`config.mk`:
```
export PLATFORM = sky130hd
export DESIGN_NAME = met_div_cell
export DESIGN_NICKNAME = d
export VERILOG_FILES = /design/src/design/mandelbrot_escape_time_core_assert.svh /design/src/design/met_pkg.sv /design/src/design/met_div_cell.sv
export SDC_FILE = /design/constraint.sdc
export NUM_CORES = 1
export LEC_CHECK = 0
export ABC_AREA = 1
export BUFFER_PORTS_ARGS = -buffer_cell sky130_fd_sc_hd__buf_2
export CAP_MARGIN = 10
export CORE_ASPECT_RATIO = 1.2
export CORE_MARGIN = 2
export CORE_UTILIZATION = 32
export CTS_CLUSTER_SIZE = 25
export DETAILED_ROUTE_END_ITERATION = 16
export GPL_ROUTABILITY_DRIVEN = 0
export SETUP_SLACK_MARGIN = 0.05
export SYNTH_ARGS = -nofsm -noshare
export SYNTH_HDL_FRONTEND = slang
export SYNTH_SLANG_ARGS = --single-unit
```
`constraint.sdc`:
```
create_clock -name clk -period 0.8 [get_ports clk]
set_clock_uncertainty 0.15 [all_clocks]
set_input_delay 0.12 -clock clk [delete_from_list [all_inputs] [get_ports clk]]
set_output_delay 0.12 -clock clk [all_outputs]
set_load 0.05 [all_outputs]
```
`src/design/mandelbrot_escape_time_core_assert.svh`:
```
// Assertion macros for the escape-time core
`ifndef MANDELBROT_ESCAPE_TIME_CORE_ASSERT_SVH
`define MANDELBROT_ESCAPE_TIME_CORE_ASSERT_SVH
// same-cycle implication
`define MET_ASSERT_IMPL(label, ante, cons) \
	label: assert property (@(posedge clk) disable iff (!arst_n) (ante) |-> (cons)) \
		else $error("assertion failed");
// next-cycle implication
`define MET_ASSERT_NEXT(label, ante, cons) \
	label: assert property (@(posedge clk) disable iff (!arst_n) (ante) |=> (cons)) \
		else $error("assertion failed");
`endif

```
`src/design/met_pkg.sv`:
```
// Shared types and constants of the escape-time core
package met_pkg;
	localparam logic [1:0] CFG_WIDTH  = 2'd0;
	localparam logic [1:0] CFG_HEIGHT = 2'd1;
	localparam logic [1:0] CFG_LIMIT  = 2'd2;

	localparam logic [12:0] WIDTH_RST  = 13'd1000;
	localparam logic [12:0] HEIGHT_RST = 13'd1000;
	localparam logic [15:0] LIMIT_RST  = 16'd1000;

	typedef struct packed {
		logic        done;
		logic [15:0] count;
	} met_iter_stat_t;
endpackage

```
`src/design/met_div_cell.sv`:
```
// One restoring division step; cells chain into a pipelined divider
module met_div_cell import met_pkg::*; #(
	parameter int DW   = 13,
	parameter int DVW  = 44,
	parameter int STEP = 0
) (
	input  logic           clk,
	input  logic           arst_n,
	input  logic           vld_in,
	input  logic           tag_in,
	input  logic           neg_in,
	input  logic [DW-1:0]  div_in,
	input  logic [DW-1:0]  rem_in,
	input  logic [DVW-1:0] dvd_in,
	input  logic [DVW-1:0] quo_in,
	output logic           vld_out,
	output logic           tag_out,
	output logic           neg_out,
	output logic [DW-1:0]  div_out,
	output logic [DW-1:0]  rem_out,
	output logic [DVW-1:0] dvd_out,
	output logic [DVW-1:0] quo_out
);
	logic [DW:0] rem_ext;
	logic        ge;
	logic [DW:0] rem_sub;

	assign rem_ext = {rem_in, dvd_in[DVW-1-STEP]};
	assign ge      = rem_ext >= {1'b0, div_in};
	assign rem_sub = rem_ext - {1'b0, div_in};

	always_ff @(posedge clk or negedge arst_n) begin
		if (!arst_n) begin
			vld_out <= 1'b0;
		end else begin
			vld_out <= vld_in;
		end
	end

	always_ff @(posedge clk) begin
		tag_out <= tag_in;
		neg_out <= neg_in;
		div_out <= div_in;
		dvd_out <= dvd_in;
		rem_out <= ge ? rem_sub[DW-1:0] : rem_ext[DW-1:0];
		quo_out <= {quo_in[DVW-2:0], ge};
	end
endmodule

```
# Word level (Yosys, flattened, before mapping)
# Cells that the tools add are included.
[op_classes]
order_cmp = 1
n_mux = 1
addsub = 1
[op_table]
columns = ["operator", "n"]
rows = [
  [">= comparator 14 x 13 -> 1 bit", 1],
  ["2-to-1 mux 13 bit", 1],
  ["subtractor 13 bit", 1],
]
[totals]
in_bits = 119
reg_bits = 117

# Logic depth before layout (Yosys ltp)
# Gate-level depths: netlist of the first run.
[depth]
ltp_word = 2
mapped_depth = 12

# Least setup slack after synthesis of the first run
# No wires, ideal clock.
[synth_path]
kind = "in2reg"
startpoint = "input dvd_in[43]"
endpoint = "register rem_out[1]"
path_slack_ps = -876
cell_stages = 10
arrival_ps = 1411
path_cell_list = "inv_1 > ha_1 > fa_1 > inv_1 > nand2_1 > nand3_1 > nand2_4 > nand3_4 > buf_8 > o21ai_2"
[synth_via]
elab_chain_cells = 2
elab_cells_between_ends = 3
classes_between = "1 x add/sub; 1 x order compare; 1 x mux"
[synth_lines]
columns = ["item", "line", "rtl"]
rows = [
  ["from (decl)", "met_div_cell.sv:14", "input logic [DVW-1:0] dvd_in,"],
  ["subtractor 13 bit or >= comparator 14 x 13 -> 1 bit (tied branches)", "met_div_cell.sv:30, met_div_cell.sv:29", ""],
  ["2-to-1 mux 13 bit (*)", "met_div_cell.sv:45", "rem_out <= ge ? rem_sub[DW-1:0] : rem_ext[DW-1:0];"],
  ["to (signal assigned)", "met_div_cell.sv:45", ""],
  ["to (decl)", "met_div_cell.sv:20", "output logic [DW-1:0] rem_out,"],
]
# Mark *: on every way between the ends. The rest lies on a longest branch, timed or not.

# Worst setup path after layout of the first run
[layout_path]
startpoint = "input dvd_in[43]"
endpoint = "register rem_out[4]"
# The elaborated chain is that of the path after synthesis.

==> impl_metrics.xml, run 1 <==
<?xml version="1.0" encoding="UTF-8"?>
<metrics>
  <group name="floorplanning">
    <metric name="floorplan.initialDensity" unit="%">32.4</metric>
    <metric name="pin_count" unit="">236</metric>
    <metric name="fp.dieW" unit="um">100</metric>
    <metric name="fp.coreArea" unit="um2">10900</metric>
    <metric name="chip_height" unit="um">119</metric>
    <metric name="die_area" unit="um2">11900</metric>
    <metric name="floorplan.rows" unit="">42</metric>
  </group>
  <group name="logic_synthesis">
    <metric name="synth_top_cells_by_area" unit="">sky130_fd_sc_hd__dfxtp_1 65%, sky130_fd_sc_hd__nand2_1 6.9%, sky130_fd_sc_hd__inv_1 5.8%</metric>
    <metric name="synthDominantAreaCellType" unit="">sky130_fd_sc_hd__dfxtp_1</metric>
    <metric name="synth_mux_area_share" unit="%">0</metric>
    <metric name="post_synth.cell_area_avg" unit="um2">10.8</metric>
    <metric name="synth_unique_cells" unit="">25</metric>
    <metric name="synth_compound_gate_area_share" unit="%">2.75</metric>
    <metric name="post_synth_instance_area" unit="um2">3550</metric>
    <metric name="yosys.area.top_type_share" unit="%">65.5</metric>
    <metric name="postSynthCellCount" unit="">329</metric>
    <metric name="synth.net_count" unit="">462</metric>
    <metric name="post_synthesis_share_of_cell_area_spent_on_full_adders_half_adders_and_majority_gates" unit="%">5.15</metric>
    <metric name="synthXorXnorAreaFrac" unit="%">1.48</metric>
    <metric name="yosysWarnings" unit="">0</metric>
    <metric name="synthSimpleGateAreaFrac" unit="%">17.2</metric>
    <metric name="synth.ff_latch_count" unit="">117</metric>
    <metric name="portion_of_the_post_synthesis_area_used_by_sequential_elements" unit="%">66.2</metric>
    <metric name="largest_family_of_logic_cells_by_synthesized_area" unit="">simple AND/OR/NAND/NOR gates</metric>
  </group>
  <group name="placement">
    <metric name="post_place_cells" unit="">733</metric>
    <metric name="hpwl" unit="mm">8.39</metric>
    <metric name="place.port_buffers" unit="">234</metric>
    <metric name="place_area" unit="um2">5670</metric>
    <metric name="pre_cts_ws" unit="ns">-0.979</metric>
  </group>
  <group name="grt">
    <metric name="global_route.usage.total" unit="%">25.5</metric>
    <metric name="number_of_global_route_vias_before_repair" unit="">4285</metric>
    <metric name="largest_net_degree_at_the_start_of_global_routing" unit="">17</metric>
    <metric name="overflow" unit="">0</metric>
    <metric name="number_of_antenna_violations_at_the_first_check_in_global_routing" unit="">1</metric>
    <metric name="grt_first_pass_wirelength" unit="mm">22.7</metric>
  </group>
  <group name="worst_hold_path">
    <metric name="min-delay-path-class" unit="">primary input to flop</metric>
  </group>
  <group name="detailed_routing">
    <metric name="wl_per_cell" unit="um">19.4</metric>
    <metric name="drt.antenna.violating_nets" unit="">0</metric>
    <metric name="drt-pass1-iter-count" unit="">4</metric>
    <metric name="routed_wirelength" unit="mm">17.0</metric>
    <metric name="route.detailed.vias_per_inst" unit="">4.42</metric>
    <metric name="dr_total_vias" unit="">3868</metric>
    <metric name="post-route-drc-count" unit="">0</metric>
    <metric name="drt_iter0_drc" unit="">122</metric>
  </group>
  <group name="pwr">
    <metric name="irDropWorstVdd" unit="V">0.00135</metric>
    <metric name="power.static_leakage" unit="uW">0.00410</metric>
    <metric name="power_density_normalized_to_cell_area" unit="nW/um2">2290</metric>
  </group>
  <group name="finish">
    <metric name="layout_common_cells" unit="">116 x sky130_fd_sc_hd__dfxtp_2, 115 x sky130_fd_sc_hd__buf_2, 102 x sky130_fd_sc_hd__dlygate4sd3_1</metric>
    <metric name="areaGrowthSynthToFinish" unit="%">139</metric>
    <metric name="cell_area_after_layout" unit="um2">8480</metric>
    <metric name="fillCellCount" unit="">627</metric>
    <metric name="post_layout_nonfiller_instances" unit="">876</metric>
    <metric name="layout_commonest_cell" unit="">sky130_fd_sc_hd__dfxtp_2</metric>
    <metric name="layout.core_utilization" unit="%">77.6</metric>
    <metric name="fraction_of_final_layout_cells_sized_beyond_drive_strength_1" unit="%">68.3</metric>
    <metric name="finalNetCount" unit="">862</metric>
  </group>
  <group name="clock_network">
    <metric name="cts_tree" unit="">yes</metric>
    <metric name="clk_pin_slew_worst_paths" unit="ns">0.06</metric>
    <metric name="cts_buffer_depth" unit="">2</metric>
    <metric name="htree_levels" unit="">4</metric>
    <metric name="number_of_buffers_inserted_during_clock_tree_synthesis" unit="">17</metric>
    <metric name="cts.root.buffer_cell" unit="">sky130_fd_sc_hd__clkbuf_16</metric>
    <metric name="cts_num_sinks" unit="">117</metric>
    <metric name="holdBufCountCts" unit="">103</metric>
  </group>
  <group name="run_status">
    <metric name="failed_checks" unit="">negative hold slack, negative setup slack</metric>
    <metric name="outcome" unit="">complete, but fails checks</metric>
  </group>
  <group name="timing">
    <metric name="layout_min_cycle_time" unit="ns">1.31</metric>
    <metric name="tightest_slew" unit="ns">0.263</metric>
    <metric name="final.setup.tns" unit="ns">-48.31</metric>
    <metric name="layout_worst_path_cycle_share" unit="%">164</metric>
    <metric name="setup_slack" unit="ns">-0.508</metric>
    <metric name="grt_setup_unrepaired" unit="">true</metric>
    <metric name="timing.slew.headroom" unit="%">82.4</metric>
    <metric name="slew_violations" unit="">0</metric>
    <metric name="hold-worst-slack" unit="ns">-0.301</metric>
    <metric name="fin_hold_viols" unit="">14</metric>
    <metric name="finalSetupViolations" unit="">131</metric>
    <metric name="fmax" unit="GHz">0.764</metric>
  </group>
  <group name="critical_path">
    <metric name="crit_type" unit="">primary input to flop</metric>
    <metric name="cp-end-kind" unit="">flop</metric>
    <metric name="cp_data_required_time" unit="ns">0.97</metric>
    <metric name="worst-endpoint-arrival" unit="ns">1.48</metric>
    <metric name="worstPathMaxFanout" unit="">5</metric>
    <metric name="worst_setup_path_start_kind" unit="">primary input</metric>
  </group>
  <group name="run">
    <metric name="drv.max_cap_violation_count" unit="">0</metric>
  </group>
</metrics>
-- cell usage after synthesis, drive strengths merged --
cell type  count
ha            13
nand3         18
dfrtp          1
and2           1
o21ai          7
xor2           5
inv           57
nand2         79
xnor2          1
buf            3
a21oi          5
fa             1
nand4         11
dfxtp        116
nor2          11
-- layout make-up --
cell class,instances,area (um2),area share [%]
Sequential cell,117,2490,29.4
Inverter,57,226,2.67
Antenna cell,2,5.00,0.0590
Tap cell,132,165,1.95
Multi-Input combinational cell,152,1200,14.1
Timing Repair Buffer,384,3790,44.7
Clock inverter,15,173,2.04
Clock buffer,17,425,5.02
-- kinds of logic after synthesis --
kind of cell / after synthesis
AND/OR/NAND/NOR: 120
flip-flops: 117
buffers and inverters: 60
adder cells (fa/ha/maj): 14
AO/OA/AOI/OAI: 12
XOR/XNOR: 6
-- what timing repair did --
item / CTS / global route
gates cloned: 1 / 0
endpoints found under the setup margin: 131 / 132
hold endpoints to repair: 117 / 12
setup buffers: 2 / 3
resized for setup: 287 / 50
pin swaps: 8 / 9
-- sequential cells by signal, summed over array words and instances, names as in the netlist --
signal   cells
dvd_out     44
div_out     13
rem_out     13
neg_out      1
vld_out      1
quo_out     44
tag_out      1
-- worst paths after layout --
check	start	end	slack, ns	cells past startpoint
max in group asynchronous	arst_n	vld_out	0.46	2
min in group asynchronous	arst_n	vld_out	-0.08	2
setup / recovery	dvd_in[43]	rem_out[4]	-0.51	12
hold / removal	dvd_in[43]	dvd_out[43]	-0.30	1
-- critical path: stages --
cell	delay (ns)
sky130_fd_sc_hd__buf_8	0.09
sky130_fd_sc_hd__inv_12	0.03
sky130_fd_sc_hd__ha_4	0.15
sky130_fd_sc_hd__fa_2	0.39
sky130_fd_sc_hd__inv_2	0.09
sky130_fd_sc_hd__nand2_2	0.06
sky130_fd_sc_hd__nand3_4	0.07
sky130_fd_sc_hd__nand2_4	0.07
sky130_fd_sc_hd__nand3_4	0.14
sky130_fd_sc_hd__buf_12	0.14
sky130_fd_sc_hd__nand2_4	0.04
sky130_fd_sc_hd__o21ai_2	0.06
-- report_power, final --
group | internal, uW | switching, uW | leakage (uW) | total (uW)
Clock | 4680 | 3120 | 0.000288 | 7800
Combinational | 2310 | 2660 | 0.00282 | 4970
Sequential | 6330 | 324 | 0.000990 | 6660
Total | 13300 | 6100 | 0.00410 | 19400
-- per-layer routing --
| layer | track usage [%] | part of all wire (%) |
|---|---|---|
| met1 | 23.4 | 33 |
| met3 | 9.86 | 8.2 |
| met4 | 14.6 | 5.2 |
| met5 | 0 | 0 |
| met2 | 47.0 | 53 |
-- stage by stage --
| step | hold WS [ns] | power (uW) |
|---|---|---|
| after CTS | -0.322 | 19000 |
| after global placement | -0.241 | 10200 |
| after detailed placement | -0.242 | 10200 |
| final | -0.301 | 19400 |
| after floorplan | -0.326 | 8900 |
| after global routing | -0.316 | 20000 |
(Power assumes the default switching activity.)
==> inputs of run 2 (changes only) <==
--- a/config.mk
+++ b/config.mk
@@ -14,6 +14,7 @@
 export CTS_CLUSTER_SIZE = 25
 export DETAILED_ROUTE_END_ITERATION = 16
 export GPL_ROUTABILITY_DRIVEN = 0
+export PLACE_DENSITY = 0.7
 export SETUP_SLACK_MARGIN = 0.05
 export SYNTH_ARGS = -nofsm -noshare
 export SYNTH_HDL_FRONTEND = slang
==> run 2 against run 1 <==
Clock-buffer cell count increased by 1. The flow still finishes with violations (negative hold slack, negative setup slack). Die area unchanged. Combinational power increased by 3%. Non-clock buffer count decreased by 1.
==> impl_metrics.xml, run 2 (synthesis gave the netlist of run 1 again) <==
<?xml version="1.0" encoding="UTF-8"?>
<metrics>
  <group name="critical_path">
    <metric name="cp-end-kind" unit="">flop</metric>
    <metric name="worstPathMaxFanout" unit="">3</metric>
    <metric name="worst-endpoint-arrival" unit="ns">1.39</metric>
    <metric name="crit_type" unit="">primary input to flop</metric>
    <metric name="cp_data_required_time" unit="ns">0.94</metric>
    <metric name="worst_setup_path_start_kind" unit="">primary input</metric>
  </group>
  <group name="timing">
    <metric name="layout_worst_path_cycle_share" unit="%">156</metric>
    <metric name="slew_violations" unit="">0</metric>
    <metric name="finalSetupViolations" unit="">131</metric>
    <metric name="setup_slack" unit="ns">-0.448</metric>
    <metric name="hold-worst-slack" unit="ns">-0.304</metric>
    <metric name="fmax" unit="GHz">0.801</metric>
    <metric name="timing.slew.headroom" unit="%">86.6</metric>
    <metric name="fin_hold_viols" unit="">14</metric>
    <metric name="layout_min_cycle_time" unit="ns">1.25</metric>
    <metric name="grt_setup_unrepaired" unit="">true</metric>
    <metric name="tightest_slew" unit="ns">0.200</metric>
    <metric name="final.setup.tns" unit="ns">-47.37</metric>
  </group>
  <group name="run_status">
    <metric name="outcome" unit="">complete, but fails checks</metric>
    <metric name="failed_checks" unit="">negative hold slack, negative setup slack</metric>
  </group>
  <group name="pwr">
    <metric name="power.static_leakage" unit="uW">0.00409</metric>
    <metric name="total_power" unit="uW">19600</metric>
    <metric name="irDropWorstVdd" unit="V">0.00146</metric>
    <metric name="power_density_normalized_to_cell_area" unit="nW/um2">2290</metric>
  </group>
  <group name="clock_network">
    <metric name="cts.root.buffer_cell" unit="">sky130_fd_sc_hd__clkbuf_16</metric>
    <metric name="cts_buffer_depth" unit="">2</metric>
    <metric name="number_of_buffers_inserted_during_clock_tree_synthesis" unit="">17</metric>
    <metric name="cts_tree" unit="">yes</metric>
    <metric name="htree_levels" unit="">4</metric>
    <metric name="clk_pin_slew_worst_paths" unit="ns">0.06</metric>
    <metric name="cts_num_sinks" unit="">117</metric>
    <metric name="holdBufCountCts" unit="">103</metric>
  </group>
  <group name="finish">
    <metric name="reg_top3" unit="">dvd_out x44, quo_out x44</metric>
    <metric name="finalNetCount" unit="">861</metric>
    <metric name="layout_commonest_cell" unit="">sky130_fd_sc_hd__dfxtp_2</metric>
    <metric name="fraction_of_final_layout_cells_sized_beyond_drive_strength_1" unit="%">71.1</metric>
    <metric name="layout_common_cells" unit="">116 x sky130_fd_sc_hd__dfxtp_2, 111 x sky130_fd_sc_hd__buf_2, 103 x sky130_fd_sc_hd__dlygate4sd3_1</metric>
    <metric name="fillCellCount" unit="">561</metric>
    <metric name="areaGrowthSynthToFinish" unit="%">141</metric>
    <metric name="layout.core_utilization" unit="%">78.3</metric>
  </group>
  <group name="worst_hold_path">
    <metric name="min-delay-path-class" unit="">primary input to flop</metric>
  </group>
  <group name="floorplanning">
    <metric name="fp.dieW" unit="um">100</metric>
    <metric name="floorplan.initialDensity" unit="%">32.4</metric>
    <metric name="die_area" unit="um2">11900</metric>
    <metric name="floorplan.rows" unit="">42</metric>
    <metric name="fp.coreArea" unit="um2">10900</metric>
    <metric name="pin_count" unit="">236</metric>
    <metric name="chip_height" unit="um">119</metric>
  </group>
  <group name="detailed_routing">
    <metric name="drt_iter0_drc" unit="">156</metric>
    <metric name="routed_wirelength" unit="mm">17.7</metric>
    <metric name="drt-pass1-iter-count" unit="">4</metric>
    <metric name="wl_per_cell" unit="um">20.3</metric>
    <metric name="dr_total_vias" unit="">4006</metric>
    <metric name="drt.antenna.violating_nets" unit="">0</metric>
    <metric name="post-route-drc-count" unit="">0</metric>
    <metric name="route.detailed.vias_per_inst" unit="">4.58</metric>
  </group>
  <group name="run">
    <metric name="drv.max_cap_violation_count" unit="">0</metric>
  </group>
  <group name="grt">
    <metric name="number_of_global_route_vias_before_repair" unit="">4282</metric>
    <metric name="global_route.usage.total" unit="%">27.3</metric>
    <metric name="grt_first_pass_wirelength" unit="mm">24.1</metric>
    <metric name="overflow" unit="">0</metric>
    <metric name="largest_net_degree_at_the_start_of_global_routing" unit="">17</metric>
    <metric name="number_of_antenna_violations_at_the_first_check_in_global_routing" unit="">1</metric>
  </group>
  <group name="placement">
    <metric name="place.port_buffers" unit="">234</metric>
    <metric name="hpwl" unit="mm">8.10</metric>
  </group>
</metrics>
run 2: changes by cell type in the layout (fill, tap and decap cells not counted), moves of 4 or more:
cell / delta
sky130_fd_sc_hd__nand2_1: -11
sky130_fd_sc_hd__nand2_2: +9
sky130_fd_sc_hd__inv_1: -6
sky130_fd_sc_hd__buf_2: -4
sky130_fd_sc_hd__buf_8: +4
sky130_fd_sc_hd__clkinv_4: -4
run 2: routing by layer:
layer / up-vias / global-route usage [%] / part of all wire (%)
met5: - / 0 / 0
met2: 215 / 51.8 / 55
li1: 1822 / - / -
met1: 1902 / 27.3 / 34
met3: 67 / 6.34 / 6.0
met4: 0 / 13.4 / 5.0
run 2: critical path, stage by stage:
cell and delay (ns):
sky130_fd_sc_hd__buf_2 0.11, sky130_fd_sc_hd__inv_4 0.05, sky130_fd_sc_hd__ha_4 0.28, sky130_fd_sc_hd__buf_4 0.13
sky130_fd_sc_hd__nand2_2 0.08, sky130_fd_sc_hd__nor2_4 0.15, sky130_fd_sc_hd__nand2_1 0.11, sky130_fd_sc_hd__nand4_1 0.10
sky130_fd_sc_hd__nand2_1 0.12, sky130_fd_sc_hd__nand2_4 0.09, sky130_fd_sc_hd__o21ai_2 0.05
run 2: repair_timing:
item | CTS | global route
hold endpoints to repair | 117 | 11
setup endpoints to repair | 131 | 131
gates resized for setup | 315 | 71
pin swaps | 12 | 8
buffers inserted | 1 | 2
run 2: path summary, 6_finish.rpt:
path                       startpoint           to  slack, ns  cells past startpoint
setup / recovery            div_in[4]   rem_out[7]      -0.45                     11
hold / removal             dvd_in[43]  dvd_out[43]      -0.30                      1
max in group asynchronous      arst_n      vld_out       0.47                      2
min in group asynchronous      arst_n      vld_out      -0.07                      2
run 2: layout make-up:
cell class | instances | area [um2] | area share, %
clock buffer | 18 | 439 | 5.13
antenna | 1 | 2.50 | 0.0292
inverter | 57 | 234 | 2.73
timing repair buffer | 383 | 3780 | 44.1
tap | 132 | 165 | 1.93
multi-input combinational | 152 | 1280 | 15.0
sequential | 117 | 2490 | 29.1
clock inverter | 14 | 163 | 1.90
run 2: power by group:
group / internal (uW) / switching, uW
logic: 2350 / 2770
clock network: 4760 / 3100
registers: 6330 / 323
run 2: stage by stage:
stage	cells	worst slack [ns]	cell area (um2)	hold slack [ns]
final	874	-0.448	8560	-0.304
after global routing	874	-0.496	8560	-0.314
after CTS	871	-0.429	8270	-0.314
after detailed placement	735	-0.969	5630	-0.251
after global placement	735	-0.940	5630	-0.250
after floorplan	329	-0.721	3880	-0.326
==> inputs of run 3 (changes only) <==
--- a/config.mk
+++ b/config.mk
@@ -5,7 +5,6 @@
 export SDC_FILE = /design/constraint.sdc
 export NUM_CORES = 1
 export LEC_CHECK = 0
-export ABC_AREA = 1
 export BUFFER_PORTS_ARGS = -buffer_cell sky130_fd_sc_hd__buf_2
 export CAP_MARGIN = 10
 export CORE_ASPECT_RATIO = 1.2
@@ -14,7 +13,7 @@
 export CTS_CLUSTER_SIZE = 25
 export DETAILED_ROUTE_END_ITERATION = 16
 export GPL_ROUTABILITY_DRIVEN = 0
-export PLACE_DENSITY = 0.7
+export PLACE_DENSITY = 0.72
 export SETUP_SLACK_MARGIN = 0.05
 export SYNTH_ARGS = -nofsm -noshare
 export SYNTH_HDL_FRONTEND = slang
==> run 3 against run 2 <==
The run still ends with negative hold slack, negative setup slack left. Clock power fell by 3.9%. Total power decreased by 3.5%. Final area is 8.9% lower. Sequential share of layout area rose by 2.9 points. First-iteration DRC count down 40%. Synthesized area down 9.8%. Sequential cell count stayed put. Cell count shrank 14%. Highest routed layer unchanged.
==> impl_metrics.xml, run 3 <==
<?xml version="1.0" encoding="UTF-8"?>
<metrics>
  <group name="logic_synthesis">
    <metric name="post_synth_instance_area" unit="um2">3200</metric>
    <metric name="synth_common_cells" unit="">116 x sky130_fd_sc_hd__dfxtp_1, 15 x sky130_fd_sc_hd__inv_1, 13 x sky130_fd_sc_hd__ha_1, 8 x sky130_fd_sc_hd__a21oi_1, 8 x sky130_fd_sc_hd__nor2_1</metric>
    <metric name="yosysWarnings" unit="">0</metric>
    <metric name="synth_enable_flop_cells" unit="">0</metric>
    <metric name="yosys.area.top_type_share" unit="%">72.6</metric>
    <metric name="portion_of_the_post_synthesis_area_used_by_sequential_elements" unit="%">73.4</metric>
    <metric name="post_synth.cell_area_avg" unit="um2">14.2</metric>
    <metric name="synth.ff_latch_count" unit="">117</metric>
    <metric name="post-synth-top-count-cell" unit="">sky130_fd_sc_hd__dfxtp_1</metric>
    <metric name="synth_top_cells_by_area" unit="">sky130_fd_sc_hd__dfxtp_1 73%, sky130_fd_sc_hd__ha_1 5.1%, sky130_fd_sc_hd__mux2_4 3.3%</metric>
    <metric name="synth_unique_cells" unit="">41</metric>
    <metric name="async_reset_ff_share" unit="%">0.855</metric>
    <metric name="top_ff_cell_synth" unit="">sky130_fd_sc_hd__dfxtp_1</metric>
    <metric name="synthDominantAreaCellType" unit="">sky130_fd_sc_hd__dfxtp_1</metric>
    <metric name="postSynthCellCount" unit="">225</metric>
    <metric name="synth.net_count" unit="">358</metric>
  </group>
  <group name="clock_network">
    <metric name="number_of_buffers_inserted_during_clock_tree_synthesis" unit="">17</metric>
    <metric name="htree_levels" unit="">4</metric>
    <metric name="cts_num_sinks" unit="">117</metric>
    <metric name="cts_buffer_depth" unit="">2</metric>
    <metric name="clk_pin_slew_worst_paths" unit="ns">0.05</metric>
    <metric name="cts_tree" unit="">yes</metric>
    <metric name="cts.root.buffer_cell" unit="">sky130_fd_sc_hd__clkbuf_16</metric>
    <metric name="holdBufCountCts" unit="">101</metric>
  </group>
  <group name="timing">
    <metric name="fmax" unit="GHz">0.528</metric>
    <metric name="layout_min_cycle_time" unit="ns">1.89</metric>
    <metric name="hold-worst-slack" unit="ns">-0.317</metric>
    <metric name="timing.slew.headroom" unit="%">70.9</metric>
    <metric name="finalSetupViolations" unit="">131</metric>
    <metric name="setup_slack" unit="ns">-1.09</metric>
    <metric name="grt_setup_unrepaired" unit="">true</metric>
    <metric name="slew_violations" unit="">0</metric>
    <metric name="tightest_slew" unit="ns">0.432</metric>
    <metric name="layout_worst_path_cycle_share" unit="%">237</metric>
    <metric name="fin_hold_viols" unit="">18</metric>
    <metric name="final.setup.tns" unit="ns">-55.72</metric>
  </group>
  <group name="critical_path">
    <metric name="cp-end-kind" unit="">flop</metric>
    <metric name="slowest_delay" unit="ns">0.33</metric>
    <metric name="worstPathMaxFanout" unit="">6</metric>
    <metric name="cp_slowest_cell" unit="">sky130_fd_sc_hd__fa_2</metric>
    <metric name="worst_setup_path_start_kind" unit="">primary input</metric>
    <metric name="worst-endpoint-arrival" unit="ns">2.03</metric>
    <metric name="cp_cell_sequence" unit="">buf_12 &gt; inv_12 &gt; ha_4 &gt; fa_2 &gt; nand2b_4 &gt; a21oi_4 &gt; o21ai_4 &gt; a211oi_4 &gt; o32a_4 &gt; mux2_4</metric>
    <metric name="crit_type" unit="">primary input to flop</metric>
    <metric name="cp_data_required_time" unit="ns">0.93</metric>
  </group>
  <group name="pwr">
    <metric name="power_report.internal_total" unit="uW">13400</metric>
    <metric name="power_density_normalized_to_cell_area" unit="nW/um2">2430</metric>
    <metric name="power.switching_fraction" unit="%">29.3</metric>
    <metric name="irDropWorstVdd" unit="V">0.00155</metric>
    <metric name="power.combinational.fraction" unit="%">24.9</metric>
    <metric name="power.clock.fraction" unit="%">39.8</metric>
    <metric name="power.static_leakage" unit="uW">0.00366</metric>
    <metric name="power_switching" unit="uW">5550</metric>
    <metric name="seqPwrFrac" unit="%">35.3</metric>
  </group>
  <group name="worst_hold_path">
    <metric name="worst_hold_path.endpoint" unit="">div_out[0]</metric>
    <metric name="hold-path-cell-count" unit="">1</metric>
    <metric name="min-delay-path-class" unit="">primary input to flop</metric>
    <metric name="worst_hold_startpoint" unit="">div_in[0]</metric>
  </group>
  <group name="placement">
    <metric name="pre_cts_ws" unit="ns">-1.60</metric>
    <metric name="hpwl" unit="mm">7.53</metric>
    <metric name="place_area" unit="um2">5080</metric>
    <metric name="place.port_buffers" unit="">234</metric>
  </group>
  <group name="finish">
    <metric name="cell_area_after_layout" unit="um2">7790</metric>
    <metric name="multiInputGateArea" unit="um2">867</metric>
    <metric name="layout_commonest_cell" unit="">sky130_fd_sc_hd__dfxtp_2</metric>
    <metric name="areaGrowthSynthToFinish" unit="%">144</metric>
    <metric name="reg_top3" unit="">dvd_out x44, quo_out x44</metric>
    <metric name="regArea" unit="um2">2490</metric>
    <metric name="fillCellCount" unit="">452</metric>
    <metric name="layout_common_cells" unit="">116 x sky130_fd_sc_hd__dfxtp_2, 115 x sky130_fd_sc_hd__buf_2, 100 x sky130_fd_sc_hd__dlygate4sd3_1</metric>
    <metric name="fraction_of_final_layout_cells_sized_beyond_drive_strength_1" unit="%">69.9</metric>
    <metric name="finalNetCount" unit="">745</metric>
  </group>
  <group name="detailed_routing">
    <metric name="post-route-drc-count" unit="">0</metric>
    <metric name="route.detailed.vias_per_inst" unit="">4.49</metric>
    <metric name="drt.antenna.violating_nets" unit="">0</metric>
    <metric name="drt-pass1-iter-count" unit="">4</metric>
    <metric name="drt_iter0_drc" unit="">94</metric>
    <metric name="routed_wirelength" unit="mm">15.8</metric>
    <metric name="wl_per_cell" unit="um">21.1</metric>
    <metric name="dr_total_vias" unit="">3369</metric>
  </group>
  <group name="floorplanning">
    <metric name="fp.coreArea" unit="um2">9610</metric>
    <metric name="pin_count" unit="">236</metric>
    <metric name="die_area" unit="um2">10800</metric>
    <metric name="floorplan.rows" unit="">39</metric>
    <metric name="chip_height" unit="um">113</metric>
    <metric name="fp.dieW" unit="um">95.2</metric>
    <metric name="floorplan.initialDensity" unit="%">33.3</metric>
  </group>
  <group name="grt">
    <metric name="grt_first_pass_wirelength" unit="mm">21.5</metric>
    <metric name="number_of_global_route_vias_before_repair" unit="">3766</metric>
    <metric name="overflow" unit="">0</metric>
    <metric name="number_of_antenna_violations_at_the_first_check_in_global_routing" unit="">2</metric>
    <metric name="global_route.usage.total" unit="%">27.7</metric>
    <metric name="largest_net_degree_at_the_start_of_global_routing" unit="">17</metric>
  </group>
  <group name="run">
    <metric name="drv.max_cap_violation_count" unit="">0</metric>
  </group>
  <group name="run_status">
    <metric name="failed_checks" unit="">negative hold slack, negative setup slack</metric>
    <metric name="outcome" unit="">complete, but fails checks</metric>
  </group>
</metrics>
[run 3: cell count changes after synthesis, sizes merged, moves of 3 or more]
cell	delta
inv	-42
xnor2	+3
nand2	-75
a21oi	+4
nand3	-16
nand2b	+3
nand4	-10
a211oi	+3
nor2	-3
mux2	+11
[run 3: routing by layer]
layer  vias to the layer above  global-route usage, %  routed length, um
met2                       198                   50.2               8420
met1                      1576                   24.6               5160
met3                        60                   11.7               1360
met5                         -                      0                  0
met4                         0                   17.0                868
li1                       1535                      -                  -
[run 3: per-stage QoR]
stage / power (uW) / utilization (%) / hold WS [ns] / instances
finish: 18900 / 81.1 / -0.317 / 750
CTS: 18600 / 79.5 / -0.334 / 748
detailed placement: 9920 / 52.8 / -0.250 / 612
global placement: 9880 / 52.8 / -0.250 / 612
global route: 19500 / 81.1 / -0.335 / 750
floorplan: 8770 / - / -0.326 / 225
[run 3: final cells by class]
type / instances / area share (%)
clock buffer: 21 / 5.91
sequential: 117 / 32.0
timing repair buffer: 368 / 46.4
tap: 123 / 1.97
clock inverter: 11 / 1.62
inverter: 15 / 0.883
antenna: 2 / 0.0642
multi-input combinational: 93 / 11.1
[run 3: how the worst max path moves through the flow]
stage                          start           to
after detailed placement  dvd_in[43]   rem_out[3]
after global placement    dvd_in[43]   rem_out[3]
after floorplan           dvd_in[43]  rem_out[10]
final                     dvd_in[43]   rem_out[3]
after global routing      dvd_in[43]   rem_out[1]
after CTS                 dvd_in[43]   rem_out[4]
[run 3: power by group through the flow]
stage	Clock [uW]	Combinational (uW)	Sequential, uW
2_1_floorplan	0	691	8080
3_3_place_gp	0	3320	6560
3_5_place_dp	0	3360	6570
4_1_cts	7510	4470	6610
5_1_grt	7890	4880	6700
6_report	7550	4710	6680
[run 3: timing repair]
item | in CTS | in global routing
endpoints found under the hold margin | 117 | 18
buffers inserted | 2 | 1
setup endpoints to repair | 131 | 132
gates cloned | 1 | 0
resized for setup | 290 | 38
pin swaps | 2 | 2
[run 3: logic make-up (layout without fill, tap and decap cells)]
logic type,count (synthesis),after routing,share of synthesized area [%]
DFF,117,117,73.4
and+or+nand+nor,30,30,5.17
AOI/OAI and AO/OA,26,27,5.52
buffers and inverters,16,415,2.39
adders and majority gates,14,14,5.71
muxes,13,13,5.32
xor gates and xnor gates,9,9,2.47
other,0,2,0
[run 3: worst max-delay path: cells and delay by family]
family | cells | cell delay (ns)
adders and majority gates | 2 | 0.48
and+or+nand+nor | 1 | 0.16
buffers and inverters | 2 | 0.12
AOI/OAI and AO/OA | 4 | 0.82
muxes | 1 | 0.31
